### src/svt_pkg.sv
// Shared types, codes and helpers for the quote-aware SQL tokenizer.
// Used by the front, queue, back and top-level modules. No dependencies.
`timescale 1ns / 1ps

package svt_pkg;

  // Input item kinds (slave tuser).
  localparam logic IN_BYTE = 1'b0;
  localparam logic IN_END  = 1'b1;

  // Result kinds (master tuser).
  typedef enum logic [1:0] {
    KIND_BYTE = 2'd0,
    KIND_END  = 2'd1,
    KIND_DONE = 2'd2
  } svt_kind_t;

  // Characters with a special role.
  localparam logic [7:0] CH_SPACE     = 8'h20;
  localparam logic [7:0] CH_BACKSLASH = 8'h5C;
  localparam logic [7:0] CH_SQUOTE    = 8'h27;
  localparam logic [7:0] CH_DQUOTE    = 8'h22;

  // Reset value of the escape enable register.
  localparam logic USE_ESCAPES_RESET = 1'b1;

  // Default depth of the queue between front and back.
  localparam int QUEUE_DEPTH = 4;

  // One queued command: the results one input byte causes, in emission order
  // lead_end, has_byte, trail_end, done.
  typedef struct packed {
    logic [7:0] ch;
    logic       done;
    logic       trail_end;
    logic       has_byte;
    logic       lead_end;
  } svt_cmd_t;

  // True for the space and every terminator character.
  function automatic logic is_term(input logic [7:0] c);
    logic r;
    case (c) inside
      8'h20, 8'h28, 8'h2C, 8'h29, 8'h7E, 8'h21, 8'h5E, 8'h2A, 8'h2D,
      8'h2B, 8'h3D, 8'h3C, 8'h3E, 8'h2F, 8'h25, 8'h26, 8'h7C: r = 1'b1;
      default: r = 1'b0;
    endcase
    return r;
  endfunction

endpackage

### src/svt_front.sv
// Front end of the tokenizer: accepts input beats, tracks token and quote
// state, and turns each beat into a queued command. Depends on svt_pkg.
`timescale 1ns / 1ps

module svt_front (
  input  logic              clk,
  input  logic              rst,
  input  logic              cfg_valid,
  output logic              cfg_ready,
  input  logic              cfg_data,
  input  logic              in_valid,
  output logic              in_ready,
  input  logic              in_kind,
  input  logic [7:0]        in_ch,
  output logic              push,
  output svt_pkg::svt_cmd_t push_cmd,
  input  logic              q_ready
);

  logic use_escapes;
  logic token_open, token_open_next;
  logic in_sq, in_sq_next;
  logic in_dq, in_dq_next;
  logic esc, esc_next;
  logic accept;
  logic quoted;

  assign cfg_ready = 1'b1;
  assign in_ready  = q_ready;
  assign accept    = in_valid && in_ready;
  assign quoted    = in_sq || in_dq;

  // Classify the byte and work out the state it leaves.
  always_comb begin
    token_open_next = token_open;
    in_sq_next      = in_sq;
    in_dq_next      = in_dq;
    esc_next        = esc;
    push_cmd        = '0;
    push_cmd.ch     = in_ch;
    if (in_kind == svt_pkg::IN_END) begin
      push_cmd.lead_end = token_open;
      push_cmd.done     = 1'b1;
      token_open_next   = 1'b0;
      in_sq_next        = 1'b0;
      in_dq_next        = 1'b0;
      esc_next          = 1'b0;
    end else if (token_open && esc) begin
      esc_next          = 1'b0;
      push_cmd.has_byte = 1'b1;
    end else if (!quoted && svt_pkg::is_term(in_ch)) begin
      push_cmd.lead_end = token_open;
      token_open_next   = 1'b0;
      if (in_ch != svt_pkg::CH_SPACE) begin
        push_cmd.has_byte  = 1'b1;
        push_cmd.trail_end = 1'b1;
      end
    end else begin
      token_open_next   = 1'b1;
      push_cmd.has_byte = 1'b1;
      if (use_escapes && quoted && in_ch == svt_pkg::CH_BACKSLASH) begin
        esc_next = 1'b1;
      end else if (!in_dq && in_ch == svt_pkg::CH_SQUOTE) begin
        in_sq_next = ~in_sq;
      end else if (!in_sq && in_ch == svt_pkg::CH_DQUOTE) begin
        in_dq_next = ~in_dq;
      end
    end
  end

  // A beat that causes no result never enters the queue.
  assign push = accept && (push_cmd.lead_end || push_cmd.has_byte || push_cmd.done);

  // State and configuration registers.
  always_ff @(posedge clk) begin
    if (rst) begin
      use_escapes <= svt_pkg::USE_ESCAPES_RESET;
      token_open  <= 1'b0;
      in_sq       <= 1'b0;
      in_dq       <= 1'b0;
      esc         <= 1'b0;
    end else begin
      if (cfg_valid && cfg_ready) begin
        use_escapes <= cfg_data;
      end
      if (accept) begin
        token_open <= token_open_next;
        in_sq      <= in_sq_next;
        in_dq      <= in_dq_next;
        esc        <= esc_next;
      end
    end
  end

endmodule

### src/svt_queue.sv
// Small register FIFO of commands between the front and back ends.
// Depends on svt_pkg for the command type.
`timescale 1ns / 1ps

module svt_queue #(
  parameter int DEPTH = svt_pkg::QUEUE_DEPTH
) (
  input  logic              clk,
  input  logic              rst,
  input  logic              wr_valid,
  output logic              wr_ready,
  input  svt_pkg::svt_cmd_t wr_cmd,
  output logic              rd_valid,
  input  logic              rd_pop,
  output svt_pkg::svt_cmd_t rd_cmd
);

  localparam int PW = $clog2(DEPTH);
  localparam int CW = $clog2(DEPTH + 1);
  localparam logic [PW-1:0] LAST_PTR = PW'(DEPTH - 1);
  localparam logic [CW-1:0] FULL_CNT = CW'(DEPTH);

  svt_pkg::svt_cmd_t mem [DEPTH];
  logic [PW-1:0] wr_ptr;
  logic [PW-1:0] rd_ptr;
  logic [CW-1:0] count;
  logic          do_wr;
  logic          do_rd;

  assign wr_ready = (count != FULL_CNT);
  assign rd_valid = (count != '0);
  assign rd_cmd   = mem[rd_ptr];
  assign do_wr    = wr_valid && wr_ready;
  assign do_rd    = rd_pop && rd_valid;

  // Storage write.
  always_ff @(posedge clk) begin
    if (do_wr) begin
      mem[wr_ptr] <= wr_cmd;
    end
  end

  // Pointers and fill count.
  always_ff @(posedge clk) begin
    if (rst) begin
      wr_ptr <= '0;
      rd_ptr <= '0;
      count  <= '0;
    end else begin
      if (do_wr) begin
        wr_ptr <= (wr_ptr == LAST_PTR) ? '0 : wr_ptr + 1'b1;
      end
      if (do_rd) begin
        rd_ptr <= (rd_ptr == LAST_PTR) ? '0 : rd_ptr + 1'b1;
      end
      if (do_wr && !do_rd) begin
        count <= count + 1'b1;
      end else if (do_rd && !do_wr) begin
        count <= count - 1'b1;
      end
    end
  end

endmodule

### src/svt_back.sv
// Back end of the tokenizer: expands queued commands into result beats, one
// per unstalled cycle, via a registered output stage. Depends on svt_pkg.
`timescale 1ns / 1ps

module svt_back (
  input  logic              clk,
  input  logic              rst,
  input  logic              q_valid,
  output logic              q_pop,
  input  svt_pkg::svt_cmd_t q_cmd,
  output logic              out_valid,
  input  logic              out_ready,
  output logic [1:0]        out_kind,
  output logic [7:0]        out_ch,
  output logic              out_last
);

  logic [3:0] rem;
  logic [7:0] cur_ch;
  logic [3:0] low;
  logic [3:0] rem_left;
  logic       advance;
  logic       finishing;
  svt_pkg::svt_kind_t kind_sel;

  assign advance   = !out_valid || out_ready;
  assign low       = rem & (~rem + 4'd1);
  assign rem_left  = rem & ~low;
  assign finishing = (rem == '0) || (advance && rem_left == '0);
  assign q_pop     = q_valid && finishing;

  // Result kind of the next pending step.
  always_comb begin
    unique case (low)
      4'b0010: kind_sel = svt_pkg::KIND_BYTE;
      4'b1000: kind_sel = svt_pkg::KIND_DONE;
      default: kind_sel = svt_pkg::KIND_END;
    endcase
  end

  // Current command: pending-step mask and its byte.
  always_ff @(posedge clk) begin
    if (rst) begin
      rem <= '0;
    end else if (q_pop) begin
      rem <= {q_cmd.done, q_cmd.trail_end, q_cmd.has_byte, q_cmd.lead_end};
    end else if (advance) begin
      rem <= rem_left;
    end
  end

  always_ff @(posedge clk) begin
    if (q_pop) begin
      cur_ch <= q_cmd.ch;
    end
  end

  // Output register.
  always_ff @(posedge clk) begin
    if (rst) begin
      out_valid <= 1'b0;
    end else if (advance) begin
      out_valid <= (rem != '0);
    end
  end

  always_ff @(posedge clk) begin
    if (advance) begin
      out_kind <= kind_sel;
      out_ch   <= (kind_sel == svt_pkg::KIND_BYTE) ? cur_ch : 8'h00;
      out_last <= (rem_left == '0);
    end
  end

endmodule

### src/sql_verbatim_tokenizer.sv
// Top level of the quote-aware SQL tokenizer: front end, command queue and
// back end. Depends on svt_pkg, svt_front, svt_queue and svt_back.
//
//   Channel   Dir  Handshake                Payload
//   cfg       in   cfg_valid / cfg_ready    cfg_data = use_escapes
//   s_axis    in   s_tvalid / s_tready      tdata = char_in, tuser = kind
//   m_axis    out  m_tvalid / m_tready      tdata = char_out, tuser = out_kind,
//                                           tlast = last
//
// The front end takes one input beat per cycle while the queue has room; its
// flag update is combinational. Each beat yields zero to three results, and
// the back end sends one result beat per cycle while m_tready is high. A
// result passes through the queue, the back end's pending-step register and
// the output register. Reset is synchronous and clears the control state;
// queue storage and output payload are not reset. The escape enable returns
// to 1. Output stalls fill the queue before s_tready drops.
`timescale 1ns / 1ps

module sql_verbatim_tokenizer #(
  parameter int QUEUE_DEPTH = svt_pkg::QUEUE_DEPTH
) (
  input  logic       clk,
  input  logic       rst,
  input  logic       cfg_valid,
  output logic       cfg_ready,
  input  logic       cfg_data,     // use_escapes
  input  logic       s_tvalid,
  output logic       s_tready,
  input  logic [7:0] s_tdata,      // [7:0] char_in
  input  logic       s_tuser,      // [0] kind
  output logic       m_tvalid,
  input  logic       m_tready,
  output logic [7:0] m_tdata,      // [7:0] char_out
  output logic [1:0] m_tuser,      // [1:0] out_kind
  output logic       m_tlast       // last
);

  svt_pkg::svt_cmd_t push_cmd;
  svt_pkg::svt_cmd_t head_cmd;
  logic push;
  logic q_ready;
  logic q_valid;
  logic q_pop;

  // Front end: classification and token state.
  svt_front u_front (
    .clk       (clk),
    .rst       (rst),
    .cfg_valid (cfg_valid),
    .cfg_ready (cfg_ready),
    .cfg_data  (cfg_data),
    .in_valid  (s_tvalid),
    .in_ready  (s_tready),
    .in_kind   (s_tuser),
    .in_ch     (s_tdata),
    .push      (push),
    .push_cmd  (push_cmd),
    .q_ready   (q_ready)
  );

  // Command queue between the two ends.
  svt_queue #(
    .DEPTH (QUEUE_DEPTH)
  ) u_queue (
    .clk      (clk),
    .rst      (rst),
    .wr_valid (push),
    .wr_ready (q_ready),
    .wr_cmd   (push_cmd),
    .rd_valid (q_valid),
    .rd_pop   (q_pop),
    .rd_cmd   (head_cmd)
  );

  // Back end: result expansion and output register.
  svt_back u_back (
    .clk       (clk),
    .rst       (rst),
    .q_valid   (q_valid),
    .q_pop     (q_pop),
    .q_cmd     (head_cmd),
    .out_valid (m_tvalid),
    .out_ready (m_tready),
    .out_kind  (m_tuser),
    .out_ch    (m_tdata),
    .out_last  (m_tlast)
  );

endmodule

### config.mk
export PLATFORM = sky130hd
export DESIGN_NAME = sql_verbatim_tokenizer
export DESIGN_NICKNAME = d
export VERILOG_FILES = /design/src/svt_pkg.sv /design/src/svt_front.sv /design/src/svt_queue.sv /design/src/svt_back.sv /design/src/sql_verbatim_tokenizer.sv
export SDC_FILE = /design/constraint.sdc
export NUM_CORES = 1
export LEC_CHECK = 0
export BUFFER_PORTS_ARGS = -buffer_cell sky130_fd_sc_hd__buf_2
export CORE_MARGIN = 2
export CORE_UTILIZATION = 63
export CTS_CLUSTER_SIZE = 14
export DETAILED_ROUTE_END_ITERATION = 12
export GPL_TIMING_DRIVEN = 0
export PLACE_DENSITY = 0.87
export SYNTH_ARGS = -nofsm -noshare
export SYNTH_HDL_FRONTEND = slang
export SYNTH_SLANG_ARGS = --single-unit
### constraint.sdc
create_clock -name clk -period 4.3 [get_ports clk]
set_clock_uncertainty 0.05 [all_clocks]
set_input_delay 0.86 -clock clk [delete_from_list [all_inputs] [get_ports clk]]
set_output_delay 0.86 -clock clk [all_outputs]
set_load 0.03 [all_outputs]
-- Word-level counts from Yosys, hierarchy flattened
Memories as Yosys holds them, arrays and structs flattened. A register that Yosys moved wholly into a read port is not among the register bits.
Index checks and enable logic that the tools add are counted.
W data, S select, Z words.
- register bits after elaboration: 36
- bits in writable memories: 48
- output and inout bits: 14
- logic and storage cells: 139
- memories: 1
- add/subtract/negate cells: 5
- equal/unequal tests: 31
- mux-type cells: 42
- bitwise operators: 6
- reductions and logical operators: 40
- memory list (name ; words ; bits a word ; rd ports ; clocked after Yosys merged registers in ; wr ports ; line ; text):
    u_queue.mem ; 4 ; 12 ; 1 ; 1 ; 1 ; svt_queue.sv:23 ; svt_pkg::svt_cmd_t mem [DEPTH];
- operator list (operator ; count):
    $eq A8 B6 Y1 const B ; 16
    $eq A8 B7 Y1 const B ; 4
    $mux W1 ; 31
    $reduce_or A17 Y1 ; 1
    $logic_and A1 B1 Y1 ; 14
    $mux W2 ; 6
    $and A4 B4 Y4 ; 2
    $logic_not A4 Y1 ; 2
    $mux W4 ; 2
    $ne A2 B2 Y1 const B ; 4
    $ne A8 B6 Y1 const B ; 1
    $not A4 Y4 ; 2
    $reduce_bool A2 Y1 ; 4
    $logic_not A1 Y1 ; 6
    $mux W3 ; 2
    $reduce_and A6 Y1 ; 1
    $reduce_bool A3 Y1 ; 2
    $logic_or A1 B1 Y1 ; 5
    $reduce_and A5 Y1 ; 1
    $add A2 B1 Y2 const B ; 2
    $add A4 B1 Y4 const B ; 1
    $eq A2 B2 Y1 const B ; 2
    $eq A4 B2 Y1 const B ; 1
    $eq A4 B4 Y1 const B ; 1
    10 further kinds ; 11

-- Longest topological paths before layout
Gate-level depths: netlist of the first run.
- depth in word-level cells: 17
- mapped depth: 11

-- Cells and area by module
A second synthesis of the first run with hierarchy kept.
- cells, all modules: 248
- area, all modules: 3727.3 sq um
- by module, submodules not included (module ; instances ; cells an instance ; area an instance (sq um) ; seq. area each (sq um)):
    svt_queue ; 1 ; 110 ; 2207.1 ; 1621.6
    svt_back ; 1 ; 66 ; 1012.2 ; 670.6
    svt_front ; 1 ; 72 ; 508.0 ; 100.1

-- Worst setup path before layout of the first run
Ideal clock, no wire load.
- path kind: input-to-reg
- from: in s_tdata[4]
- to: reg u_queue.count[2]
- arrival time: 2.865 ns
- data required time: 4.179 ns
- slack: 1.315 ns
- stages on the path: 9
- path buffers: 0
- cell sequence: or4b_4 > nor4_4 > a31oi_2 > ha_1 > inv_1 > fa_1 > xor2_1 > or3_1 > a21oi_1
- longest elaborated chain between the ends: 16
- ends and longest elaborated chain (element ; line ; text):
    from (decl) ; sql_verbatim_tokenizer.sv:29 ; input logic [7:0] s_tdata,
    $eq A8 B7 Y1 / $eq A8 B6 Y1 (equally long branches) ; svt_front.sv:51 ; end else if (!quoted && svt_pkg::is_term(in_ch)) begin
    $reduce_or A17 Y1 ; svt_pkg.sv:43 ; case (c) inside
    $mux W1 ; svt_pkg.sv:43 ;
    $mux W1 ; svt_front.sv:48 ; end else if (token_open && esc) begin
    $mux W1 ; svt_front.sv:41 ; if (in_kind == svt_pkg::IN_END) begin
    $logic_and A1 B1 Y1 ; svt_front.sv:51 ;
    $mux W1 ; svt_front.sv:51 ;
    $mux W1 ; svt_front.sv:48 ;
    $mux W1 / $mux W2 (equally long branches) ; svt_front.sv:41 ;
    $logic_or A1 B1 Y1 * (2 in series) ; svt_front.sv:72 ; assign push = accept && (push_cmd.lead_end || push_cmd.has_byte || push_cmd.done);
    $logic_and A1 B1 Y1 * ; svt_front.sv:72 ;
    $logic_and A1 B1 Y1 * ; svt_queue.sv:33 ; assign do_wr = wr_valid && wr_ready;
    named net u_queue.do_wr ; svt_queue.sv:27 ; logic do_wr;
    $logic_not A1 Y1 ; svt_queue.sv:58 ; end else if (do_rd && !do_wr) begin
    $logic_and A1 B1 Y1 ; svt_queue.sv:58 ;
    $reduce_bool A2 Y1 (no source line) ; - ;
    to (signal assigned) ; svt_queue.sv:57 ; count <= count + 1'b1;
    to (signal assigned) ; svt_queue.sv:59 ; count <= count - 1'b1;
    to (decl) ; svt_queue.sv:26 ; logic [CW-1:0] count;
The timed path passes the listed nets; every way through them passes the cells marked *. The select of a mux whose other input is x is not followed.
A chain may end at the register's enable or synchronous reset.

-- Worst setup path in the final report of the first run
- from: in s_tdata[1]
- to: reg u_queue.count[2]
Same word-level chain as after synthesis.

==> metrics.md, run 1 <==
| Metric | Value |
|---|---|
| Clk sinks | 86 |
| Setup tns final | 0 ps |
| Most frequent cells in the layout | edfxtp_1, buf_2, dfxtp_1 |
| H-tree levels | 3 |
| Number of buffers created by CTS | 9 |
| Synth Flop Type | edfxtp_1 |
| Die width | 79.4 um |
| Crit path max-delay family | adder cells |
| Clock power frac | about a fifth |
| MaxCap Viol Count | 0 |
| CP Cell Sequence | buf_2 -> clkbuf_1 -> nor4_4 -> a31oi_2 -> ha_1 -> inv_1 -> fa_1 -> xor2_1 -> or3_1 -> a21oi_1 |
| Post-route minimum period | 2970 ps |
| CTS clk-pin slew, worst paths | 80 ps |
| Slew HR | 56.7% |
| Seq/Total Area, Yosys | 66.8% |
| GRT Overall Usage | 19.6% |
| Top cell type's share of synthesized area | 56.2% |
| Core Area | between 0.005 and 0.006 mm^2 |
| EDFF count, synth | 67 |
| Syn_nets | 257 |
| Fmax | 337 MHz |
| Post-Route WL | approximately 5.5 mm |
| Sw Pwr | 0.747 mW |
| FF+latch count, synth | 86 |
| Clock Path Buffers | 2 |
| N_diodes | 0 |
| DRC errors left | 0 |
| Post-cts sizing count | 0 |
| Routed wire per std cell | around 16 um |
| Postcts setup bufs | 0 |
| Yosys warns | 0 |
| Unique masters post-synth | 53 |
| GR Overflow Total | 0 |
| Hold Path Class | flop to flop |
| Asr flop ratio synth | 0% |
| Final period util | between 60 and 70% |
| Endpoint class of the critical path | flop |
| I/O pin total | 29 |
| Most common cell after layout, fill and taps aside | edfxtp_1 |
| Syn-to-layout area delta | 10.8% |
| Final core occ | 72.0% |
| Status | complete, no violations |
| Initial Util | 65.0% |
| Combinational share of power | 29.7% |
| Die ar. | 0.00630 mm^2 |
| Largest net degree at the start of global routing | 15 |
| Fill count | 351 |
| Synth top area cells | edfxtp_1, dfxtp_1, mux4_2 |
| Worst Path Required | ~4500 ps |
| Sw Ratio | 31.6% |
| P per Cell Area | 595 mW/mm^2 |
| Root Driver | clkbuf_8 |
| Initial antenna violation count | 0 |
| Avg Vias per Cell | 5.70 |
| Total power | 2.36 mW |
| Slowest Stage Delay on Critical Path | 430 ps |
| Mapped Cells | 235 |
| Crit start category | input port |
| Max stage delay cell, worst path | fa_1 |
| Crit path setup slack, layout | 1330 ps |
| Synthesized area | about 0.0036 mm^2 |
| Post-synth top area cell | edfxtp_1 |
| Endpoints failing hold | 0 |
| Pint | about 1.6 mW |
| Drt pass-1 iters | 4 |
| WP data arrival | 3190 ps |
| # hold bufs at CTS | 0 |
| TritonCTS clock tree | built |
| Avg Inst Size Synth | 15.2 um^2 |
| Die Ht | ~79 um |
| Layout cells sized above 1 | 23.5% |
| Post-DP HPWL | 3.78 mm |
| Vias in the first global route | 1931 |
| Critical path type | input port to flop |
| Rows | 27 |
| Clk_lat worst skew | 340 ps |
| VDD IR max | 0.270 mV |
| Via count | 1991 |
| # setup viols final | 0 |
| Antenna Violating Nets Remaining | 0 |
| Initial detailed-routing violation count | 100 |
| Leakage | 1.42 nW |
| Pre-CTS WS | 982 ps |
| Gpl congestion | 0.750 |
| Setup repair after global routing missed its margin | false |
| Internal reg-to-reg setup slack | roughly 1600 ps |
| Worst-Margin Slew | 649 ps |
| Sequential share of power | between 50 and 60% |
| WP buf/inv | 3 |
| First-pass GRT wire length | 9.11 mm |
| Slew Limit Fails | 0 |
| CP max FO | 9 |
| IO Port Bufs | 26 |
| Final nets | 294 |
## power by group through the flow
| stage | sequential, mW | clock [mW] | combinational, mW |
|---|---|---|---|
| after global placement | 1.19 | 0 | 0.677 |
| after global routing | 1.20 | 0.519 | 0.776 |
| after CTS | 1.19 | 0.489 | 0.710 |
| after detailed placement | 1.20 | 0 | 0.706 |
| final | 1.18 | 0.477 | 0.701 |
| after floorplan | 1.27 | 0 | 0.463 |
## state kept, by name, summed over array words and instances, names as in the netlist, 2 cells and up, named ones only
| name | count |
|---|---|
| u_queue.wr_ptr | 2 |
| u_back.out_kind | 2 |
| u_back.out_ch | 8 |
| u_back.rem | 4 |
| u_queue.mem | 48 |
| u_back.cur_ch | 8 |
| u_queue.rd_ptr | 2 |
| u_queue.count | 3 |
## through the flow
step	hold WS (ps)	instances	instance area [um^2]
6_report	450	349	3970
2_1_floorplan	413	235	3580
3_3_place_gp	426	333	3800
4_1_cts	447	349	3970
3_5_place_dp	436	333	3800
5_1_grt	492	349	3970
## area by class of cell
class                           count  area, um^2  share of cell area [%]
Timing Repair Buffer               26         130                    3.28
Sequential cell                    86        2390                    60.3
Buffer                             11        62.6                    1.58
Multi-Input combinational cell    132        1100                    27.8
Inverter                            6        22.5                   0.568
Clock inverter                      6        37.5                   0.946
Tap cell                           72        90.1                    2.27
Clock buffer                       10         128                    3.22
## tightest hold or removal path: cells and delay by family, from the launching register on
kind / cells / cell delay (ps)
AO/OA/AOI/OAI: 2 / 130
flip-flops: 1 / 330
## worst paths after layout
kind                      end  depth (start not counted)             start
max reg2reg  u_queue.count[2]                          9  u_queue.count[0]
min             u_front.in_sq                          2     u_front.in_sq
min reg2reg     u_front.in_sq                          2     u_front.in_sq
max          u_queue.count[2]                         10        s_tdata[1]
## synthesized netlist by cell type (all sizes together), types with 5 or more instances
library cell	instances
inv	6
dfxtp	19
nor2	14
a21oi	9
o21ai	11
and2	12
nand2	6
clkbuf	5
edfxtp	67
buf	6
nor3	7
mux4	12
ha	6
## cell families (layout without fill, tap and decap cells)
group                      count (synthesis)  after routing  share of synthesized area (%)
other                                      1              1                          0.105
adders and majority gates                  9              9                           3.25
muxes                                     16             16                           8.70
and+or+nand+nor                           69             69                           11.8
xor gates and xnor gates                   3              3                          0.734
buffers and inverters                     17             59                           2.38
AOI/OAI and AO/OA                         34             34                           6.18
DFF                                       86             86                           66.8
## metal layers
layer,share of wire [%],track usage (%)
met5,0,0
met4,1.0,5.69
met3,5.2,4.75
met2,51,33.9
met1,43,24.7
(Power assumes the default switching activity.)
==> run 2, diff against run 1 <==
ABC_AREA = 1   (was unset)
CORE_UTILIZATION = 59   (was 63)
PLACE_DENSITY = 0.83   (was 0.87)
clock period = 3 ns   (was 4.3 ns; I/O delays follow)
==> run 2 against run 1 <==
  * Sequential share of layout area down 1.8 points
  * First-iteration DRC count is 72% higher
  * Power is 53% higher
  * Global-route usage increased by 1.7 points
  * Register-to-register slack got worse by 1100 ps
  * Routed wire length is 23% higher
  * Critical endpoint unchanged
  * Sequential power rose by 47%
==> metrics.md, run 2 <==
| Metric | Value |
|---|---|
| Mapped Cells | 354 (+51%) |
| IO Port Bufs | 27 (+3.8%) |
| Final nets | 414 (+41%) |
| Rows | 28 (+3.7%) |
| I/O pin total | 29 (unchanged) |
| Initial antenna violation count | 0 (unchanged) |
| Synth Flop Type | edfxtp_1 |
| Most common cell in the netlist | edfxtp_1 |
| Drt pass-1 iters | 4 (unchanged) |
| Vias in the first global route | 2598 (+35%) |
| Synth top area cells | edfxtp_1, dfxtp_1, nor2_1 |
| Status | complete, no violations |
| Antenna Violating Nets Remaining | 0 (unchanged) |
| Yosys warns | 0 (unchanged) |
| Largest net degree at the start of global routing | 16 (+1) |
| CP max FO | 9 (unchanged) |
| Hold Path Class | input port to flop |
| Clk sinks | 86 (unchanged) |
| # setup viols final | 0 (unchanged) |
| Critical path type | input port to flop |
| Largest Register | u_queue.mem |
| Initial Util | 61.6% (-3.5 points) |
| Max stage delay cell, worst path | fa_1 |
| Via count | 2557 (+28%) |
| Die Ht | 82.8 um (+4.3%) |
| Final period util | 90.1% |
| Seq/Total Area, Yosys | 65.2% (-1.6 points) |
| Non-Filler Instances | 472 (+35%) |
| First-pass GRT wire length | 11.5 mm (+27%) |
| Setup tns final | 0 ps (unchanged) |
| TritonCTS clock tree | built |
| # hold bufs at CTS | 0 (unchanged) |
| Most common cell after layout, fill and taps aside | edfxtp_1 |
| Most used cell, CP | nand2_1 |
| DRC errors left | 0 (unchanged) |
| Synth cell count leaders | edfxtp_1, nor2_1, inv_1 |
| Slew HR | 23.1% (-34 points) |
| Initial detailed-routing violation count | 172 (+72%) |
| Postcts setup bufs | 0 (unchanged) |
| Most frequent cells in the layout | edfxtp_1, nor2_1, inv_1 |
| Setup repair after global routing missed its margin | false |
| P per Cell Area | 884 mW/mm^2 (+49%) |
| Clock Path Buffers | 2 (unchanged) |
| Unique masters post-synth | 29 (-45%) |
| Syn-to-layout area delta | 11.4% |
| Max FFs per register | 48 (unchanged) |
| EDFF count, synth | 67 (unchanged) |
| Gpl congestion | 0.846 (+13%) |
| Die width | 82.8 um (+4.3%) |
| Crit start category | input port |
| CP Cell Sequence | buf_2 -> nand2_1 -> inv_1 -> nor2_1 -> nand2_1 -> nand2_1 -> nor2_2 -> a21oi_4 -> nand4_4 -> nand2_1 -> inv_1 -> ha_1 -> inv_1 -> fa_1 -> a21oi_1 -> o21ai_0 -> o21ai_0 -> a21oi_1 |
| Slowest Stage Delay on Critical Path | 440 ps (about the same) |
| FF+latch count, synth | 86 (unchanged) |
| MaxCap Viol Count | 0 (unchanged) |
| Worst-Margin Slew | 1150 ps (+500 ps) |
| Layout cells sized above 1 | 13.1% (-10 points) |
| CTS clk-pin slew, worst paths | 80 ps (about the same) |
| Number of buffers created by CTS | 9 (unchanged) |
| N_diodes | 0 (unchanged) |
| Regs by FF count | u_queue.mem (48), u_back.cur_ch (8), u_back.out_ch (8) |
| Syn_nets | 376 (+46%) |
| Slew Limit Fails | 0 (unchanged) |
| Asr flop ratio synth | 0% (unchanged) |
| Clk_lat worst skew | 350 ps (about the same) |
| Post-cts sizing count | 0 (unchanged) |
| WP buf/inv | 4 (+1) |
| Avg Vias per Cell | 5.42 (-5.0%) |
| Endpoint class of the critical path | flop |
| VDD IR max | 0.453 mV (+68%) |
| GR Overflow Total | 0 (unchanged) |
| Placed Cells | 456 (+37%) |
| Post-route minimum period | 2700 ps |
| Die ar. | 0.00686 mm^2 (+8.9%) |
| Post-synth top area cell | edfxtp_1 |
| Leakage | 1.70 nW (+19%) |
| Min Hold Slack | 400 ps (-49.7 ps) |
| Synthesized area | 0.00367 mm^2 (+2.4%) |
| GRT Overall Usage | 21.3% (+1.7 points) |
| Routed wire per std cell | 14.2 um (-9.0%) |
| Core Area | 0.00596 mm^2 (+8.2%) |
| Endpoints failing hold | 0 (unchanged) |
| Avg Inst Size Synth | 10.4 um^2 (-32%) |
| Root Driver | clkbuf_8 |
| H-tree levels | 3 (unchanged) |
| Worst Path Required | 3190 ps (-1340 ps) |
| Post-Route WL | 6.71 mm (+23%) |
| Post-DP HPWL | 4.60 mm (+22%) |
| Final core occ | 68.6% (-3.4 points) |
| Fmax | 370 MHz |
| WP data arrival | 2890 ps (-300 ps) |
| Crit path max-delay family | compound AO/OA/AOI/OAI gates |
| Top cell type's share of synthesized area | 54.9% (-1.3 points) |
[run 2: cell count changes after synthesis, sizes merged, moves of 6 or more]
cell,change
a21oi,+7
and2,-12
inv,+45
mux4,-12
nand2,+43
nor2,+49
nor3,-6
o21ai,+29
o22ai,+12
[run 2: worst paths after layout]
path	from	end	slack (ps)	depth (start not counted)
worst max-delay path	s_tdata[0]	u_queue.count[2]	300	18
worst min-delay path	cfg_valid	u_front.use_escapes	400	2
worst max register to register	u_back.out_valid	u_queue.count[2]	510	12
worst min register to register	u_front.esc	u_front.esc	420	2
[run 2: cells by family after synthesis]
kind of cell             count (synthesis)  share of synthesized area (%)
flip-flops                              86                           65.2
adder cells (fa/ha/maj)                  7                           2.59
AO/OA/AOI/OAI                           72                           11.0
buffers and inverters                   60                           6.38
other                                    1                          0.102
AND/OR/NAND/NOR                        128                           14.7
[run 2: stage by stage]
stage                     area [um^2]  power [mW]  setup slack (ps)
after floorplan                  3670        2.55               428
after global placement           3900        2.78              86.4
after detailed placement         3900        2.86             -50.1
after CTS                        4090        3.63               317
after global routing             4090        3.84              10.7
final                            4090        3.61               297
[run 2: cell type report]
class / count / area (um^2)
fill: 447 / 1870
timing repair buffer: 27 / 135
buffer: 8 / 37.5
sequential: 86 / 2390
multi-input combinational: 208 / 1040
clock inverter: 7 / 65.1
tap: 75 / 93.8
inverter: 52 / 196
clock buffer: 9 / 124
[run 2: where the power goes]
part	switching (mW)	leakage, nW	internal, mW
Sequential	0.118	0.796	1.63
Clock	0.393	0.0880	0.377
Combinational	0.783	0.812	0.314
[run 2: layer usage]
layer	vias to the layer above	GRT usage (%)	wire length [um]
met1	1199	26.3	2680
met4	0	10.3	144
met3	15	3.78	411
met5	-	0	0
li1	1265	-	-
met2	78	36.4	3480
